===== src/rtl/core/morse_char_queue_encoder_macros.svh =====
// assertion macros for the keyer queue encoder, used by the mcqe_queue module
`ifndef MORSE_CHAR_QUEUE_ENCODER_MACROS_SVH
`define MORSE_CHAR_QUEUE_ENCODER_MACROS_SVH

// condition that must hold at every clock edge out of reset
`define MCQE_ASSERT_ALWAYS(label, cond, msg) \
  label: assert property (@(posedge clk) disable iff (!rst_n) (cond)) else $error(msg);

// consequence that must hold in the cycle after the antecedent
`define MCQE_ASSERT_NEXT(label, ante, cons, msg) \
  label: assert property (@(posedge clk) disable iff (!rst_n) (ante) |=> (cons)) else $error(msg);

`endif


===== src/rtl/core/mcqe_pkg.sv =====
// types, codes and the morse lookup table for the keyer queue encoder
`timescale 1ns / 1ps
package mcqe_pkg;

  localparam int QUEUE_DEPTH_DEF = 64;
  localparam int CHAR_W          = 8;
  localparam int SIGN_W          = 2;
  localparam int MAX_SIGNS       = 7;
  localparam int PAT_W           = SIGN_W * MAX_SIGNS;
  localparam int CNT_W           = 3;
  localparam int CFG_ADDR_W      = 3;
  localparam int CFG_DATA_W      = 32;

  // sign codes
  localparam logic [SIGN_W-1:0] SIGN_NONE = 2'd0;
  localparam logic [SIGN_W-1:0] SIGN_DIT  = 2'd1;
  localparam logic [SIGN_W-1:0] SIGN_DASH = 2'd2;
  localparam logic [SIGN_W-1:0] SIGN_GAP  = 2'd3;

  // item kinds
  localparam logic FUNC_PUSH    = 1'b0;
  localparam logic FUNC_REQUEST = 1'b1;

  // register word indexes
  localparam logic REG_KEYER_EN = 1'b0;

  // character codes with special handling
  localparam logic [CHAR_W-1:0] CHAR_SPACE = 8'h20;

  typedef struct packed {
    logic full;
    logic empty;
    logic last;
  } qstat_t;

  typedef struct packed {
    logic             known;
    logic [CNT_W-1:0] len;
    logic [5:0]       bits;
  } mchar_t;

  typedef struct packed {
    logic [CNT_W-1:0] n;
    logic [PAT_W-1:0] signs;
  } pattern_t;

  function automatic mchar_t mc(input logic [CNT_W-1:0] len, input logic [5:0] bits);
    mchar_t r;
    r.known = 1'b1;
    r.len   = len;
    r.bits  = bits;
    return r;
  endfunction

  // dot/dash shape, first sign in the top used bit, dash as one
  function automatic mchar_t char_shape(input logic [CHAR_W-1:0] code);
    mchar_t r;
    r = '0;
    case (code)
      8'h41: r = mc(3'd2, 6'b000001);
      8'h42: r = mc(3'd4, 6'b001000);
      8'h43: r = mc(3'd4, 6'b001010);
      8'h44: r = mc(3'd3, 6'b000100);
      8'h45: r = mc(3'd1, 6'b000000);
      8'h46: r = mc(3'd4, 6'b000010);
      8'h47: r = mc(3'd3, 6'b000110);
      8'h48: r = mc(3'd4, 6'b000000);
      8'h49: r = mc(3'd2, 6'b000000);
      8'h4A: r = mc(3'd4, 6'b000111);
      8'h4B: r = mc(3'd3, 6'b000101);
      8'h4C: r = mc(3'd4, 6'b000100);
      8'h4D: r = mc(3'd2, 6'b000011);
      8'h4E: r = mc(3'd2, 6'b000010);
      8'h4F: r = mc(3'd3, 6'b000111);
      8'h50: r = mc(3'd4, 6'b000110);
      8'h51: r = mc(3'd4, 6'b001101);
      8'h52: r = mc(3'd3, 6'b000010);
      8'h53: r = mc(3'd3, 6'b000000);
      8'h54: r = mc(3'd1, 6'b000001);
      8'h55: r = mc(3'd3, 6'b000001);
      8'h56: r = mc(3'd4, 6'b000001);
      8'h57: r = mc(3'd3, 6'b000011);
      8'h58: r = mc(3'd4, 6'b001001);
      8'h59: r = mc(3'd4, 6'b001011);
      8'h5A: r = mc(3'd4, 6'b001100);
      8'h30: r = mc(3'd5, 6'b011111);
      8'h31: r = mc(3'd5, 6'b001111);
      8'h32: r = mc(3'd5, 6'b000111);
      8'h33: r = mc(3'd5, 6'b000011);
      8'h34: r = mc(3'd5, 6'b000001);
      8'h35: r = mc(3'd5, 6'b000000);
      8'h36: r = mc(3'd5, 6'b010000);
      8'h37: r = mc(3'd5, 6'b011000);
      8'h38: r = mc(3'd5, 6'b011100);
      8'h39: r = mc(3'd5, 6'b011110);
      8'h26: r = mc(3'd5, 6'b001000);
      8'h2B: r = mc(3'd5, 6'b001010);
      8'h3D: r = mc(3'd5, 6'b010001);
      8'h2F: r = mc(3'd5, 6'b010010);
      8'h28: r = mc(3'd5, 6'b010110);
      8'h3F: r = mc(3'd6, 6'b001100);
      8'h5F: r = mc(3'd6, 6'b001101);
      8'h22: r = mc(3'd6, 6'b010010);
      8'h2E: r = mc(3'd6, 6'b010101);
      8'h40: r = mc(3'd6, 6'b011010);
      8'h3B: r = mc(3'd6, 6'b101010);
      8'h21: r = mc(3'd6, 6'b101100);
      8'h29: r = mc(3'd6, 6'b101110);
      8'h2C: r = mc(3'd6, 6'b110011);
      8'h3A: r = mc(3'd6, 6'b111000);
      8'hDC: r = mc(3'd4, 6'b000011);
      8'hC4: r = mc(3'd4, 6'b000101);
      8'hD6: r = mc(3'd4, 6'b001110);
      8'hC9: r = mc(3'd5, 6'b010100);
      default: r = '0;
    endcase
    return r;
  endfunction

  // full sign pattern with trailing gap, next sign in the low bits; n of zero means unknown
  function automatic pattern_t lookup_pattern(input logic [CHAR_W-1:0] code);
    pattern_t         p;
    mchar_t           s;
    logic [CNT_W-1:0] pos;
    logic [CNT_W-1:0] idx;
    p = '0;
    s = char_shape(code);
    if (code == CHAR_SPACE) begin
      p.n     = 3'd2;
      p.signs = {{(PAT_W-2*SIGN_W){1'b0}}, SIGN_GAP, SIGN_GAP};
    end else if (s.known) begin
      p.n = s.len + 3'd1;
      for (int i = 0; i < MAX_SIGNS; i++) begin
        pos = CNT_W'(i);
        idx = s.len - 3'd1 - pos;
        if (pos < s.len) begin
          p.signs[SIGN_W*i +: SIGN_W] = (idx < 3'd6 && s.bits[idx]) ? SIGN_DASH : SIGN_DIT;
        end else if (pos == s.len) begin
          p.signs[SIGN_W*i +: SIGN_W] = SIGN_GAP;
        end
      end
    end
    return p;
  endfunction

endpackage


===== src/rtl/core/mcqe_queue.sv =====
// ring queue of character codes with a registered head read
`timescale 1ns / 1ps
`include "morse_char_queue_encoder_macros.svh"
module mcqe_queue
  import mcqe_pkg::*;
#(
  parameter int QUEUE_DEPTH = QUEUE_DEPTH_DEF
) (
  input  logic              clk,
  input  logic              rst_n,
  input  logic              push,
  input  logic [CHAR_W-1:0] push_char,
  input  logic              pop,
  output logic [CHAR_W-1:0] head_char,
  output qstat_t            stat
);

  localparam int PTR_W = (QUEUE_DEPTH > 1) ? $clog2(QUEUE_DEPTH) : 1;
  localparam logic [PTR_W-1:0] PTR_LAST = PTR_W'(QUEUE_DEPTH - 1);

  logic [CHAR_W-1:0] mem [QUEUE_DEPTH];
  logic [PTR_W-1:0]  wr_ptr_r, wr_ptr_nxt, wr_inc;
  logic [PTR_W-1:0]  rd_ptr_r, rd_ptr_nxt, rd_inc;
  logic [CHAR_W-1:0] head_r;

  // wrapping increments
  assign wr_inc = (wr_ptr_r == PTR_LAST) ? '0 : wr_ptr_r + 1'b1;
  assign rd_inc = (rd_ptr_r == PTR_LAST) ? '0 : rd_ptr_r + 1'b1;

  assign wr_ptr_nxt = push ? wr_inc : wr_ptr_r;
  assign rd_ptr_nxt = pop  ? rd_inc : rd_ptr_r;

  // occupancy flags, one slot always kept free
  assign stat.full  = (wr_inc == rd_ptr_r);
  assign stat.empty = (rd_ptr_r == wr_ptr_r);
  assign stat.last  = (rd_inc == wr_ptr_r);

  // pointers
  always_ff @(posedge clk) begin
    if (!rst_n) begin
      wr_ptr_r <= '0;
      rd_ptr_r <= '0;
    end else begin
      wr_ptr_r <= wr_ptr_nxt;
      rd_ptr_r <= rd_ptr_nxt;
    end
  end

  // storage write
  always_ff @(posedge clk) begin
    if (push) begin
      mem[wr_ptr_r] <= push_char;
    end
  end

  // head read at the next read pointer, new data forwarded on a same-slot write
  always_ff @(posedge clk) begin
    if (push && (wr_ptr_r == rd_ptr_nxt)) begin
      head_r <= push_char;
    end else begin
      head_r <= mem[rd_ptr_nxt];
    end
  end

  assign head_char = head_r;

  `MCQE_ASSERT_ALWAYS(a_no_pop_empty, !(pop && stat.empty), "pop from empty queue")
  `MCQE_ASSERT_ALWAYS(a_no_push_full, !(push && stat.full), "push into full queue")
  `MCQE_ASSERT_NEXT(a_pop_moves, pop, rd_ptr_r != $past(rd_ptr_r), "read pointer stuck on pop")
  `MCQE_ASSERT_NEXT(a_push_moves, push, wr_ptr_r != $past(wr_ptr_r), "write pointer stuck on push")

endmodule


===== src/rtl/core/mcqe_sign.sv =====
// sign sequencer: holds the current pattern and fetches the next character
`timescale 1ns / 1ps
module mcqe_sign
  import mcqe_pkg::*;
(
  input  logic              clk,
  input  logic              rst_n,
  input  logic              req,
  input  logic [CHAR_W-1:0] head_char,
  input  qstat_t            stat,
  output logic              pop,
  output logic [SIGN_W-1:0] element,
  output logic              empty_flag
);

  logic [PAT_W-1:0] signs_r, signs_nxt;
  logic [CNT_W-1:0] left_r, left_nxt;
  pattern_t         pat;
  logic             have_signs;

  assign pat        = lookup_pattern(head_char);
  assign have_signs = (left_r != '0);

  // next sign, or a fetch from the queue once the pattern is used up
  always_comb begin
    signs_nxt  = signs_r;
    left_nxt   = left_r;
    pop        = 1'b0;
    element    = SIGN_NONE;
    empty_flag = 1'b0;
    if (req) begin
      if (have_signs) begin
        element   = signs_r[SIGN_W-1:0];
        signs_nxt = signs_r >> SIGN_W;
        left_nxt  = left_r - 1'b1;
      end else begin
        empty_flag = stat.empty || stat.last;
        if (!stat.empty) begin
          pop = 1'b1;
          if (pat.n != '0) begin
            element   = pat.signs[SIGN_W-1:0];
            signs_nxt = pat.signs >> SIGN_W;
            left_nxt  = pat.n - 1'b1;
          end
        end
      end
    end
  end

  always_ff @(posedge clk) begin
    if (!rst_n) begin
      signs_r <= '0;
      left_r  <= '0;
    end else begin
      signs_r <= signs_nxt;
      left_r  <= left_nxt;
    end
  end

endmodule


===== src/rtl/core/morse_char_queue_encoder.sv =====
// top level of the keyer queue encoder: handshakes, register port, result register
//
//   port group  dir  beat contents
//   in_*        in   tdata: char_code[7:0], timer_free[8]; tuser: func[0]
//   out_*       out  tdata: accepted[0], element[2:1], queue_empty[3]
//   apb         in   register 0 at byte 0: keyer_enabled in bit 0
//
// one beat per cycle while in_tready is high; each beat is decided in the cycle it is taken and its result
// sits in the output register the next cycle
// the queue head comes from a registered read of the character memory, addressed
// with the next read pointer so it is ready for the following beat
// rst_n is synchronous; it clears pointers, the pattern, the enable and the result valid
// in_tready drops only while a result is held and out_tready is low
`timescale 1ns / 1ps
module morse_char_queue_encoder
  import mcqe_pkg::*;
#(
  parameter int QUEUE_DEPTH = QUEUE_DEPTH_DEF
) (
  input  logic                  clk,
  input  logic                  rst_n,
  input  logic                  in_tvalid,
  output logic                  in_tready,
  input  logic [15:0]           in_tdata,   // char_code[7:0], timer_free[8], zeros above
  input  logic [0:0]            in_tuser,   // func[0]
  output logic                  out_tvalid,
  input  logic                  out_tready,
  output logic [7:0]            out_tdata,  // accepted[0], element[2:1], queue_empty[3]
  input  logic                  psel,
  input  logic                  penable,
  input  logic                  pwrite,
  input  logic [CFG_ADDR_W-1:0] paddr,
  input  logic [CFG_DATA_W-1:0] pwdata,
  output logic [CFG_DATA_W-1:0] prdata,
  output logic                  pready
);

  logic              keyer_en_r;
  logic              cfg_wr;
  logic              beat;
  logic              func;
  logic [CHAR_W-1:0] char_code;
  logic              timer_free;
  logic              push, req, pop;
  logic [CHAR_W-1:0] head_char;
  qstat_t            stat;
  logic [SIGN_W-1:0] element;
  logic              empty_flag;
  logic              out_valid_r;
  logic              accepted_r;
  logic [SIGN_W-1:0] element_r;
  logic              empty_r;

  // register port
  assign pready = 1'b1;
  assign cfg_wr = psel && penable && pwrite && (paddr[CFG_ADDR_W-1] == REG_KEYER_EN);
  assign prdata = (paddr[CFG_ADDR_W-1] == REG_KEYER_EN) ?
                  {{(CFG_DATA_W-1){1'b0}}, keyer_en_r} : '0;

  always_ff @(posedge clk) begin
    if (!rst_n) begin
      keyer_en_r <= 1'b0;
    end else if (cfg_wr) begin
      keyer_en_r <= pwdata[0];
    end
  end

  // beat decode
  assign in_tready  = !out_valid_r || out_tready;
  assign beat       = in_tvalid && in_tready;
  assign func       = in_tuser[0];
  assign char_code  = in_tdata[CHAR_W-1:0];
  assign timer_free = in_tdata[CHAR_W];
  assign push       = beat && (func == FUNC_PUSH) && !stat.full;
  assign req        = beat && (func == FUNC_REQUEST) && keyer_en_r && timer_free;

  mcqe_queue #(
    .QUEUE_DEPTH (QUEUE_DEPTH)
  ) u_queue (
    .clk       (clk),
    .rst_n     (rst_n),
    .push      (push),
    .push_char (char_code),
    .pop       (pop),
    .head_char (head_char),
    .stat      (stat)
  );

  mcqe_sign u_sign (
    .clk        (clk),
    .rst_n      (rst_n),
    .req        (req),
    .head_char  (head_char),
    .stat       (stat),
    .pop        (pop),
    .element    (element),
    .empty_flag (empty_flag)
  );

  // result valid
  always_ff @(posedge clk) begin
    if (!rst_n) begin
      out_valid_r <= 1'b0;
    end else if (in_tready) begin
      out_valid_r <= in_tvalid;
    end
  end

  // result payload
  always_ff @(posedge clk) begin
    if (beat) begin
      accepted_r <= push;
      element_r  <= element;
      empty_r    <= empty_flag;
    end
  end

  assign out_tvalid = out_valid_r;
  assign out_tdata  = {4'b0000, empty_r, element_r, accepted_r};

endmodule


===== config.mk =====
export PLATFORM = sky130hd
export DESIGN_NAME = morse_char_queue_encoder
export DESIGN_NICKNAME = d
export VERILOG_FILES = /design/src/rtl/core/mcqe_pkg.sv /design/src/rtl/core/mcqe_queue.sv /design/src/rtl/core/mcqe_sign.sv /design/src/rtl/core/morse_char_queue_encoder.sv
export VERILOG_INCLUDE_DIRS = /design/src /design/src/rtl/core
export SDC_FILE = /design/constraint.sdc
export NUM_CORES = 1
export LEC_CHECK = 0
export ABC_AREA = 1
export BUFFER_PORTS_ARGS = -buffer_cell sky130_fd_sc_hd__buf_2
export CAP_MARGIN = 20
export CORE_MARGIN = 2
export CORE_UTILIZATION = 30
export DETAILED_ROUTE_END_ITERATION = 8
export SLEW_MARGIN = 20
export SYNTH_ARGS = -nofsm -noshare
export SYNTH_HDL_FRONTEND = slang
export SYNTH_SLANG_ARGS = --single-unit

===== constraint.sdc =====
create_clock -name clk -period 3.73 [get_ports clk]
set_input_delay 0.373 -clock clk [delete_from_list [all_inputs] [get_ports clk]]
set_output_delay 0.373 -clock clk [all_outputs]
set_load 0.005 [all_outputs]

Yosys cells after proc, flatten, opt, wreduce, memory -nomap -nowiden

Memories as Yosys holds them, arrays and structs flattened. A register that Yosys moved wholly into a read port is not among the register bits.
Cells that the tools add are included.

Memory bits (read-only): 2560
Output and inout bits: 43
Input bits: 59
Memories kept: 2
Logic and storage cells: 141
Register bits: 35
Memory bits (writable): 512

Eq/ne operators: 13
Bitwise gates (word level): 3
Reduce and logical (&&, ||, !) cells: 26
Add/subtract/negate cells: 12
Magnitude comparators: 21
Mux-type cells: 55

Memory list:

| name            | depth | width | rd ports | clocked after memory_dff | wr ports | RTL line         | text |
|---|---|---|---|---|---|---|---|
| (no name shown) | 256   | 10    | 1        | 0                        | 0        | mcqe_pkg.sv:59   | `case (code)` |
| u_queue.mem     | 64    | 8     | 1        | 1                        | 1        | mcqe_queue.sv:21 | `logic [CHAR_W-1:0] mem [QUEUE_DEPTH];` |

Operators with widths:

| kind                                                       | number |
|---|---|
| two-way mux 2 bit                                          | 24 |
| two-way mux 14 bit                                         | 3 |
| two-way mux 17 bit                                         | 2 |
| less-than comparator 3 x 4 -> 1 bit, second input constant | 7 |
| binary-select mux 1 bit (select 3 bit)                     | 7 |
| less-than comparator 3 bit, second input constant          | 7 |
| equality test 6 bit                                        | 3 |
| two-way mux 6 bit                                          | 3 |
| logical AND 1 bit                                          | 16 |
| two-way mux 1 bit                                          | 13 |
| adder 6 x 1 -> 6 bit, second input constant                | 2 |
| equality test 6 bit, second input constant                 | 2 |
| subtractor 3 x 1 -> 3 bit, second input constant           | 4 |
| equality test 3 bit, first input constant                  | 3 |
| less-than comparator 3 bit, first input constant           | 3 |
| two-way mux 3 bit                                          | 3 |
| subtractor 3 bit, second input constant                    | 3 |
| equality test 8 x 6 -> 1 bit, second input constant        | 1 |
| equality test 2 x 3 -> 1 bit, first input constant         | 2 |
| less-than comparator 1 x 3 -> 1 bit, first input constant  | 2 |
| less-than comparator 2 x 3 -> 1 bit, first input constant  | 2 |
| nonzero test 3 bit                                         | 2 |
| subtractor 3 x 2 -> 3 bit, second input constant           | 2 |
| adder 3 x 1 -> 3 bit, second input constant                | 1 |
| 9 further kinds                                            | 13 |

Logic depth before layout (Yosys ltp)

An unclocked memory read counts as a cell.

Depth after elaboration: 14
Depth in mapped cells: 35
Gate-level depth less buffers: 31

Cells and area by module

Synthesis repeated with hierarchy kept, for this count alone.

Cells, all modules: 2500
Area total of the unflattened synthesis: 25420.6 um2

Modules (own cells, without submodules):

| module                   | sequential area each (um2) | times used | cells an instance | area each (um2) |
|---|---|---|---|---|
| mcqe_queue               | 15735.1                    | 1          | 1953              | 22138.7 |
| mcqe_sign                | 300.3                      | 1          | 482               | 2722.6 |
| morse_char_queue_encoder | 160.2                      | 1          | 65                | 559.3 |

Worst setup path before layout

Ideal clock, no wire load.

Kind: register to register
From: reg (tool-made name)
To: reg u_sign.signs_r[2]
Path slack: -186 ps
Required time: 3621 ps
Cell stages (with the launch flop): 35
Arrival: 3807 ps
Library setup time: 109 ps
Cells stage by stage: dfxtp_1 -> buf_6 -> inv_4 -> buf_6 -> buf_12 -> buf_4 -> nand2_1 -> nand3_1 -> nand3_1 -> nand2_1 -> nand2_1 -> nand3_1 -> nand3_1 -> nand2_1 -> inv_1 -> ha_1 -> nand3_1 -> nand2_1 -> nand3_1 -> o21ai_0 -> nand2_1 -> nand2_2 -> inv_2 -> ha_1 -> inv_1 -> nand3_1 -> nand2_2 -> ha_1 -> inv_1 -> a21oi_1 -> nand3_1 -> nand2_1 -> nand3_1 -> nand2_1 -> inv_1

RTL lines:

| what                 | RTL line        | text |
|---|---|---|
| to (signal assigned) | mcqe_sign.sv:55 | `signs_r <= signs_nxt;` |
| to (decl)            | mcqe_sign.sv:16 | `logic [PAT_W-1:0] signs_r, signs_nxt;` |

==> metrics.md <==
| Metric | Value |
|---|---|
| CP required | 4.21 ns |
| Maximum number of pins on one net before global-route repair | 65 |
| Highest clock frequency the design can meet | 253.8 MHz |
| Buffers and inverters on the worst path | 12 |
| Worst Path Max Fanout | 14 |
| Area grow syn2layout | 24.10% |
| Met3 layer wire length in the routed design | between 4000 and 5000 µm |
| Count of flip-flops with a built-in enable after synthesis | 516 |
| Post-synthesis sequential area ratio | between 60% and 70% |
| Final routed DRC violation total | 0 |
| Synth Instances | roughly 2.5k |
| Number of port buffers | 25 |
| Final count of hold timing violations | 0 |
| Pleak | 11.80 nW |
| # setup viols final | 16 |
| Met2 WL | 32530 µm |
| Fraction of the core area covered by cells at the end of the flow | 37.74% |
| Crit path setup slack, layout | -0.2102 ns |
| Tightest slew margin relative to the limit | 22.81% |
| Net count, final | 2771 |
| Wire length of the first global-routing pass | 103600 µm |
| Setup skew after layout | 0.08119 ns |
| Result of the run | finished with violations |
| Placement row count | 105 |
| Number of antenna violations at the first check in global routing | 2 |
| Antenna-violating nets left | 0 |
| Power density over the cells | between 400 and 500 mW/mm² |
| Initial cell density of the core | 30.41% |
| Violated checks | negative setup slack |
| Type of the setup path with the least slack | register to register |
| Fraction of registers with async set/reset | 0% |
| Top routing layer in use | met5 |
| Worst hold path type | input port to register |
| Floorplan die area | 0.08582 mm² |
| Fillers | 7924 |
| Leading cell types in the layout, fill and taps excluded | 805 x sky130_fd_sc_hd__nand2_1, 516 x sky130_fd_sc_hd__edfxtp_1, 470 x sky130_fd_sc_hd__nand3_1 |
| Number of buffers added by the clock tree synthesis step | 57 |
| Synthesized area per cell | 10.18 µm² |
| Cell area after technology mapping | 0.02505 mm² |
| Area of the multi-input gates | 0.008264 mm² |
| Max IR drop VDD | 360.9 µV |
| Total I/O pin count | between 100 and 150 |
| Max Cap Violations | 0 |
| Count of different cell masters after synthesis | 44 |
| Slew @ Worst Pin | 1.158 ns |
| CTS clock-pin slew for the worst setup and hold paths | about 0.060 ns |
| TritonCTS clock tree | yes |
| Clock latency reported for the late side of the worst-skew pair | 0.66 ns |
| Routed wire length per instance | 17.86 µm |
| CTS Root Cell | sky130_fd_sc_hd__clkbuf_16 |
| Post-DR vias/cell | 4.858 |
| Unrepaired setup endpoints after global routing | yes |
| Number of global-route vias before repair | 17.85k |
| Diode insertion count for antenna repair | 0 |
| Biggest cell delay along the critical path | between 0.3 and 0.4 ns |
| Minimum period implied by the final worst setup slack | 3.940 ns |
| YS warnings | 0 |
| Total routed wire length on the met1 layer | 29260 µm |
| Height of the chip | 292.9 µm |
| Total area of sequential cells | 0.01620 mm² |
| H-tree Lvls | 2 |
| Half-perimeter wire length after placement | approximately 43000 µm |
| Fraction of layout cells with a size suffix above 1 | 20.63% |
| Hold-fix buffer count after cts | 0 |
| Library cell contributing the largest single delay on the critical path | sky130_fd_sc_hd__dfxtp_4 |
| Most common library cell in the layout ignoring fill and taps | sky130_fd_sc_hd__nand2_1 |
| Critical path arrival | ~4.4 ns |
| Total overflow reported by the global router | 0 |
| Via count of the routed design | 18.51k |
| Chip Width | roughly 290 µm |
| Core area | approximately 0.08 mm² |
| Dominant register cell in the synthesized netlist | sky130_fd_sc_hd__edfxtp_1 |
| Post-synthesis sequential element count | 551 |
| First-iteration detailed-routing DRC count | 1675 |
| Category of cells accounting for the largest share of critical-path delay | simple AND/OR/NAND/NOR gates |
| Endpoint kind of the worst setup timing path | register |
| Worst Setup Start Kind | register |
| Final Max Tran Viols | 0 |
| Maximum root-to-sink buffer count | 3 |
| # clock sinks | ~550 |
| Final cell count without fillers | around 3.8k |
| Overall Global Routing Usage | 15.58% |
| Total wire length | 68010 µm |
| Period utilization | 105.6% |
| Global placement routability congestion | between 0.8 and 0.9 |
| First-pass iteration count of the detailed router | 5 |
| Placed Cells | 3640 |
==> what timing repair did <==
action / CTS / global route
cloned: 12 / 2
endpoints found under the setup margin: 17 / 17
pin swaps: 59 / 32
resized for setup: 172 / 51
setup buffers: 46 / 5
==> final cells by class <==
| type | instances | area share (%) |
|---|---|---|
| clock buffers | 72 | 4.802 |
| clock inverters | 33 | 1.171 |
| flip-flops and latches | 551 | 52.13 |
| repair buffers | 304 | 9.661 |
| multi-input cells | 1685 | 26.59 |
| repair inverters | 2 | 0.08051 |
| well taps | 1070 | 4.307 |
| inverters | 92 | 1.260 |
==> flip-flops by register name, indices dropped and copies added, names as in the netlist, 2 cells and up, named ones only <==
name,count
u_sign.signs_r,12
u_sign.left_r,3
u_queue.mem,512
element_r,2
u_queue.rd_ptr_r,6
u_queue.wr_ptr_r,6
==> metrics by stage <==
stage | cell area [µm²] | total power [mW] | TNS [ns] | setup slack, ns | hold slack [ns]
floorplan | 25210 | 7.486 | 0 | 0.01393 | 0.4440
global placement | 27590 | 7.915 | -5.015 | -0.3793 | 0.4542
detailed placement | 27590 | 7.919 | -5.845 | -0.4120 | 0.4583
CTS | 30830 | 13.69 | -1.344 | -0.1528 | 0.02205
global route | 31080 | 14.12 | -6.372 | -0.4502 | 0.04026
finish | 31080 | 13.67 | -2.095 | -0.2102 | 0.04869
==> cells in the mapped netlist, drive strengths merged (2+ instances only) <==
cell / n / area share, %
nand2: 849 / 13
nand3: 522 / 11
edfxtp: 516 / 62
buf: 147 / 4.0
nor2: 124 / 2.0
inv: 89 / 1.4
a21oi: 46 / 0.96
dfxtp: 35 / 2.8
o21ai: 32 / 0.64
clkbuf: 20 / 0.30
ha: 19 / 0.95
nand4: 13 / 0.32
xor2: 11 / 0.38
o211ai: 10 / 0.30
nor3: 5 / 0.10
clkinv: 3 / 0.045
nand3b: 3 / 0.10
a2111oi: 2 / 0.070
conb: 2 / 0.030
xnor2: 2 / 0.070
==> power by group <==
group	total (mW)	internal (mW)	switching, mW
registers	6.78	6.77	0.0118
logic	1.23	0.482	0.751
clock network	5.65	3.20	2.45
==> path summary, 6_finish.rpt <==
| path | from | to | slack [ns] | cells after the start |
|---|---|---|---|---|
| max | register | u_sign.signs_r[2] | -0.21 | 35 |
| max reg2reg | register | u_sign.signs_r[2] | -0.21 | 35 |
| min | pwdata[0] | keyer_en_r | 0.05 | 2 |
| min reg2reg | u_sign.signs_r[11] | u_sign.signs_r[11] | 0.47 | 2 |
==> routing by layer <==
layer	vias to the layer above	GRT usage [%]
li1	8865	-
met1	8924	20.67
met2	605	26.10
met3	109	2.368
met4	2	5.103
met5	-	0
==> logic make-up after synthesis <==
| group | share of synthesized area, % |
|---|---|
| AND/OR/NAND/NOR | 25.93 |
| flip-flops | 64.66 |
| buffers and inverters | 5.740 |
| AO/OA/AOI/OAI | 2.238 |
| adder cells (fa/ha/maj) | 0.9492 |
| XOR/XNOR | 0.4546 |
| other | 0.02998 |
==> worst register-to-register path: cells and delay by family (launching register included) <==
family | cells | cell delay [ns]
and+or+nand+nor | 20 | 1.71
buffers and inverters | 12 | 1.07
adders and majority gates | 2 | 0.44
DFF | 1 | 0.38
AOI/OAI and AO/OA | 1 | 0.12
Note: power is estimated with default switching activity, not from simulation.
